===== src/hw/rtl/ted_pkg.sv =====
package ted_pkg;

    localparam int MAX_EDGES  = 1024;
    localparam int INDEX_BITS = 16;
    localparam int ADDR_W     = $clog2(MAX_EDGES);
    localparam int CNT_W      = $clog2(MAX_EDGES + 1);
    localparam int POS_W      = 10;
    localparam int EDGES_PER_TRI = 3;
    localparam int SLOT_W     = $clog2(EDGES_PER_TRI + 1);

    typedef logic [INDEX_BITS-1:0] vidx_t;

    typedef struct packed {
        logic load;
        logic scan;
        logic advance;
        logic record;
        logic push;
    } ted_cmd_t;

    typedef struct packed {
        logic             hit;
        logic             miss;
        logic             last_edge;
        logic             have_result;
        logic             last_push;
        logic             out_free;
        logic [CNT_W-1:0] total;
    } ted_status_t;

    typedef struct packed {
        vidx_t            edge_low;
        vidx_t            edge_high;
        logic [POS_W-1:0] edge_position;
        logic             dropped;
    } ted_result_t;

endpackage


===== src/hw/rtl/ted_ctrl.sv =====
module ted_ctrl (
    input  logic                 clk,
    input  logic                 rst_n,
    input  logic                 in_valid,
    output logic                 in_ready,
    input  ted_pkg::ted_status_t status,
    output ted_pkg::ted_cmd_t    cmd
);

    typedef enum logic [1:0] {
        S_IDLE,
        S_SCAN,
        S_EMIT
    } state_t;

    state_t state_reg;
    state_t state_next;

    always_comb
    begin
        state_next = state_reg;
        cmd        = '0;
        in_ready   = 1'b0;
        case (state_reg)
            S_IDLE:
            begin
                in_ready = 1'b1;
                if (in_valid)
                begin
                    cmd.load   = 1'b1;
                    state_next = S_SCAN;
                end
            end
            S_SCAN:
            begin
                cmd.scan = 1'b1;
                if (status.hit || status.miss)
                begin
                    cmd.advance = 1'b1;
                    cmd.record  = status.miss;
                    if (status.last_edge)
                    begin
                        state_next = (status.miss || status.have_result) ? S_EMIT : S_IDLE;
                    end
                end
            end
            S_EMIT:
            begin
                if (status.out_free)
                begin
                    cmd.push = 1'b1;
                    if (status.last_push)
                    begin
                        state_next = S_IDLE;
                    end
                end
            end
            default:
            begin
                state_next = S_IDLE;
            end
        endcase
    end

    always_ff @(posedge clk or negedge rst_n)
    begin
        if (!rst_n)
        begin
            state_reg <= S_IDLE;
        end
        else
        begin
            state_reg <= state_next;
        end
    end

endmodule


===== config.mk =====
export PLATFORM = sky130hd
export DESIGN_NAME = ted_ctrl
export DESIGN_NICKNAME = d
export VERILOG_FILES = /design/src/hw/rtl/ted_pkg.sv /design/src/hw/rtl/ted_ctrl.sv
export SDC_FILE = /design/constraint.sdc
export NUM_CORES = 1
export LEC_CHECK = 0
export ABC_AREA = 1
export BUFFER_PORTS_ARGS = -buffer_cell sky130_fd_sc_hd__clkbuf_2
export CORE_AREA = 2 2 39 41
export DETAILED_ROUTE_END_ITERATION = 8
export DIE_AREA = 0 0 41 43
export GPL_ROUTABILITY_DRIVEN = 0
export PLACE_DENSITY = 0.44
export SLEW_MARGIN = 30
export SYNTH_ARGS = -nofsm -noshare
export SYNTH_HDL_FRONTEND = slang
export SYNTH_SLANG_ARGS = --single-unit

===== constraint.sdc =====
create_clock -name clk -period 1.24 [get_ports clk]
set_clock_uncertainty 0.05 [all_clocks]
set_input_delay 0.248 -clock clk [delete_from_list [all_inputs] [get_ports clk]]
set_output_delay 0.248 -clock clk [all_outputs]
set_load 0.005 [all_outputs]

==> run metrics <==
Tcrit/Tclk final=109%; failing checks=setup timing; first-pass iteration count of the detailed router=3; Ports=26; synth warn=0; Design Area, Final=333 um^2; status=complete, but fails checks; Final setup viols=6; post-synthesis sequential area ratio=31.0%; Logic pwr share=59.1%; RSZ-0062 raised after global routing=yes; Net Sw Frac=38.2%; Post-DP HPWL=341 um; worst hold margin=264 ps; Iteration-0 DRC Markers=1; Seq pwr share=19.6%; CTS H-Tree Depth=1; largest net degree at the start of global routing=5; Final Hold Vio Count=0; CP Max Fanout=4; Psw=266 uW; synthesized netlist cell count=26; die height=43 um; setup TNS=-482 ps; Worst EP required=940 ps; row count=14; Filler Cells Inserted=167; placed cell area=251 um^2; mapped cell area=161 um^2; max_slew headroom=90.2%; Die ar.=0.00176 mm^2; dpl ws=80.2 ps; HP Class=input pin to flip-flop; Clock Latency Late Sink=230 ps; gr ovfl total=0; port bufs=14; DRC Markers=0; Leak=0.194 nW; Core ar.=0.00138 mm^2; Int Pwr=430 uW; most common cell after layout, fill and taps aside=clkbuf_2; most frequent cells in the layout=clkbuf_2 (11), nand2_1 (5), nor2_1 (4), buf_4 (4); Initial Util=11.7%; Seq cells post-synth=2; max reg flops=2; achievable frequency=743 MHz; CTS max path bufs=2; min cycle time layout=1350 ps; Die Wd=41 um; final setup margin=-106 ps; Avg Cell Area, Syn=6.21 um^2; CTS Buf Count=3; fin nets=70; average wire per standard cell=6.95 um; syn_nets=46; via count=241; Max-cap violations=0; cell chosen for the clock root=clkbuf_4; Total GRT Usage=7.73%; Unique masters post-synth=10; share of cells above drive strength 1=62.5%; antenna-violating nets left=0; Via density=3.77; initial antenna violation count=0; TritonCTS clock tree=yes; area delta synth->final=106%; final WL=445 um; fin util=24.1%; arrival time worst endpoint=1050 ps; Setup Crit Path Kind=flip-flop to output pin; CP Capture Type=output pin; CTS sink count=2; ant diodes=0; slew at the pin closest to its max-slew limit=146 ps; VDD IR max=0.000642 V; Power per Cell Area=2090 mW/mm^2; clk slew on worst S/H paths=30 ps; CP startpoint kind=flip-flop; Clk pwr share=21.3%; vias in the first global route=202; first-pass GRT wire length=800 um; Final Max Slew Viols=0
[cell usage after synthesis]
| library cell | instances | area share [%] |
|---|---|---|
| nor2_4 | 1 | 7.0 |
| nor2_2 | 2 | 7.8 |
| dfrtp_1 | 2 | 31 |
| nor2_1 | 5 | 12 |
| inv_2 | 2 | 4.7 |
| inv_1 | 4 | 9.3 |
| and3_2 | 1 | 4.7 |
| o21ai_0 | 2 | 6.2 |
| nand3_1 | 2 | 6.2 |
| nand2_1 | 5 | 12 |
[worst paths after layout]
path	startpoint	endpoint	slack, ps	depth (start not counted)
setup / recovery	state_reg[1]	cmd[4]	-110	4
hold reg to reg	state_reg[1]	state_reg[1]	600	2
max in group asynchronous	rst_n	state_reg[1]	740	2
setup reg to reg	state_reg[1]	state_reg[1]	150	7
min in group asynchronous	rst_n	state_reg[1]	290	2
hold / removal	in_valid	state_reg[0]	260	3
[through the flow]
| step | cells | power (mW) |
|---|---|---|
| 2_1_floorplan | 26 | 0.296 |
| 3_3_place_gp | 56 | 0.407 |
| 3_5_place_dp | 56 | 0.409 |
| 4_1_cts | 63 | 0.643 |
| 5_1_grt | 64 | 0.780 |
| 6_report | 64 | 0.696 |
[cells by family after synthesis]
logic type,synth area share [%]
simple gates,48.8
buf+inv,14.0
flops,31.0
compound gates,6.20
[worst max-delay path, stage by stage, from the launching register on]
cell	delay [ps]
dfrtp_2	440
nor2_4	140
inv_2	40
nor2_1	90
buf_2	110
[cell type report]
cell class,instances,area (um^2),area share [%]
Multi-Input combinational cell,18,100,30.1
Sequential cell,2,51.3,15.4
Timing Repair Buffer,19,116,35.0
Tap cell,16,20.0,6.02
Clock buffer,3,22.5,6.77
Inverter,6,22.5,6.77
[per-layer routing]
metal,global-route usage [%],share of wire (%),routed length (um)
met5,0,0,0
met4,8.00,4.7,21
met3,6.28,12,52
met2,9.06,46,206
met1,7.72,37,164
[power groups by stage]
stage	registers (mW)	logic [mW]	clock network, mW
floorplan	0.122	0.174	0
CTS	0.125	0.366	0.152
finish	0.136	0.411	0.148
detailed placement	0.125	0.283	0
global placement	0.125	0.282	0
global route	0.139	0.469	0.172
[repair_timing]
action	4_1_cts	5_1_grt
buffers inserted	3	1
resized for setup	0	9
endpoints found under the setup margin	5	6
endpoints found under the hold margin	2	0
pin swaps	2	3
hold buffers	1	0
No activity file was read; power rests on OpenSTA's default activity.
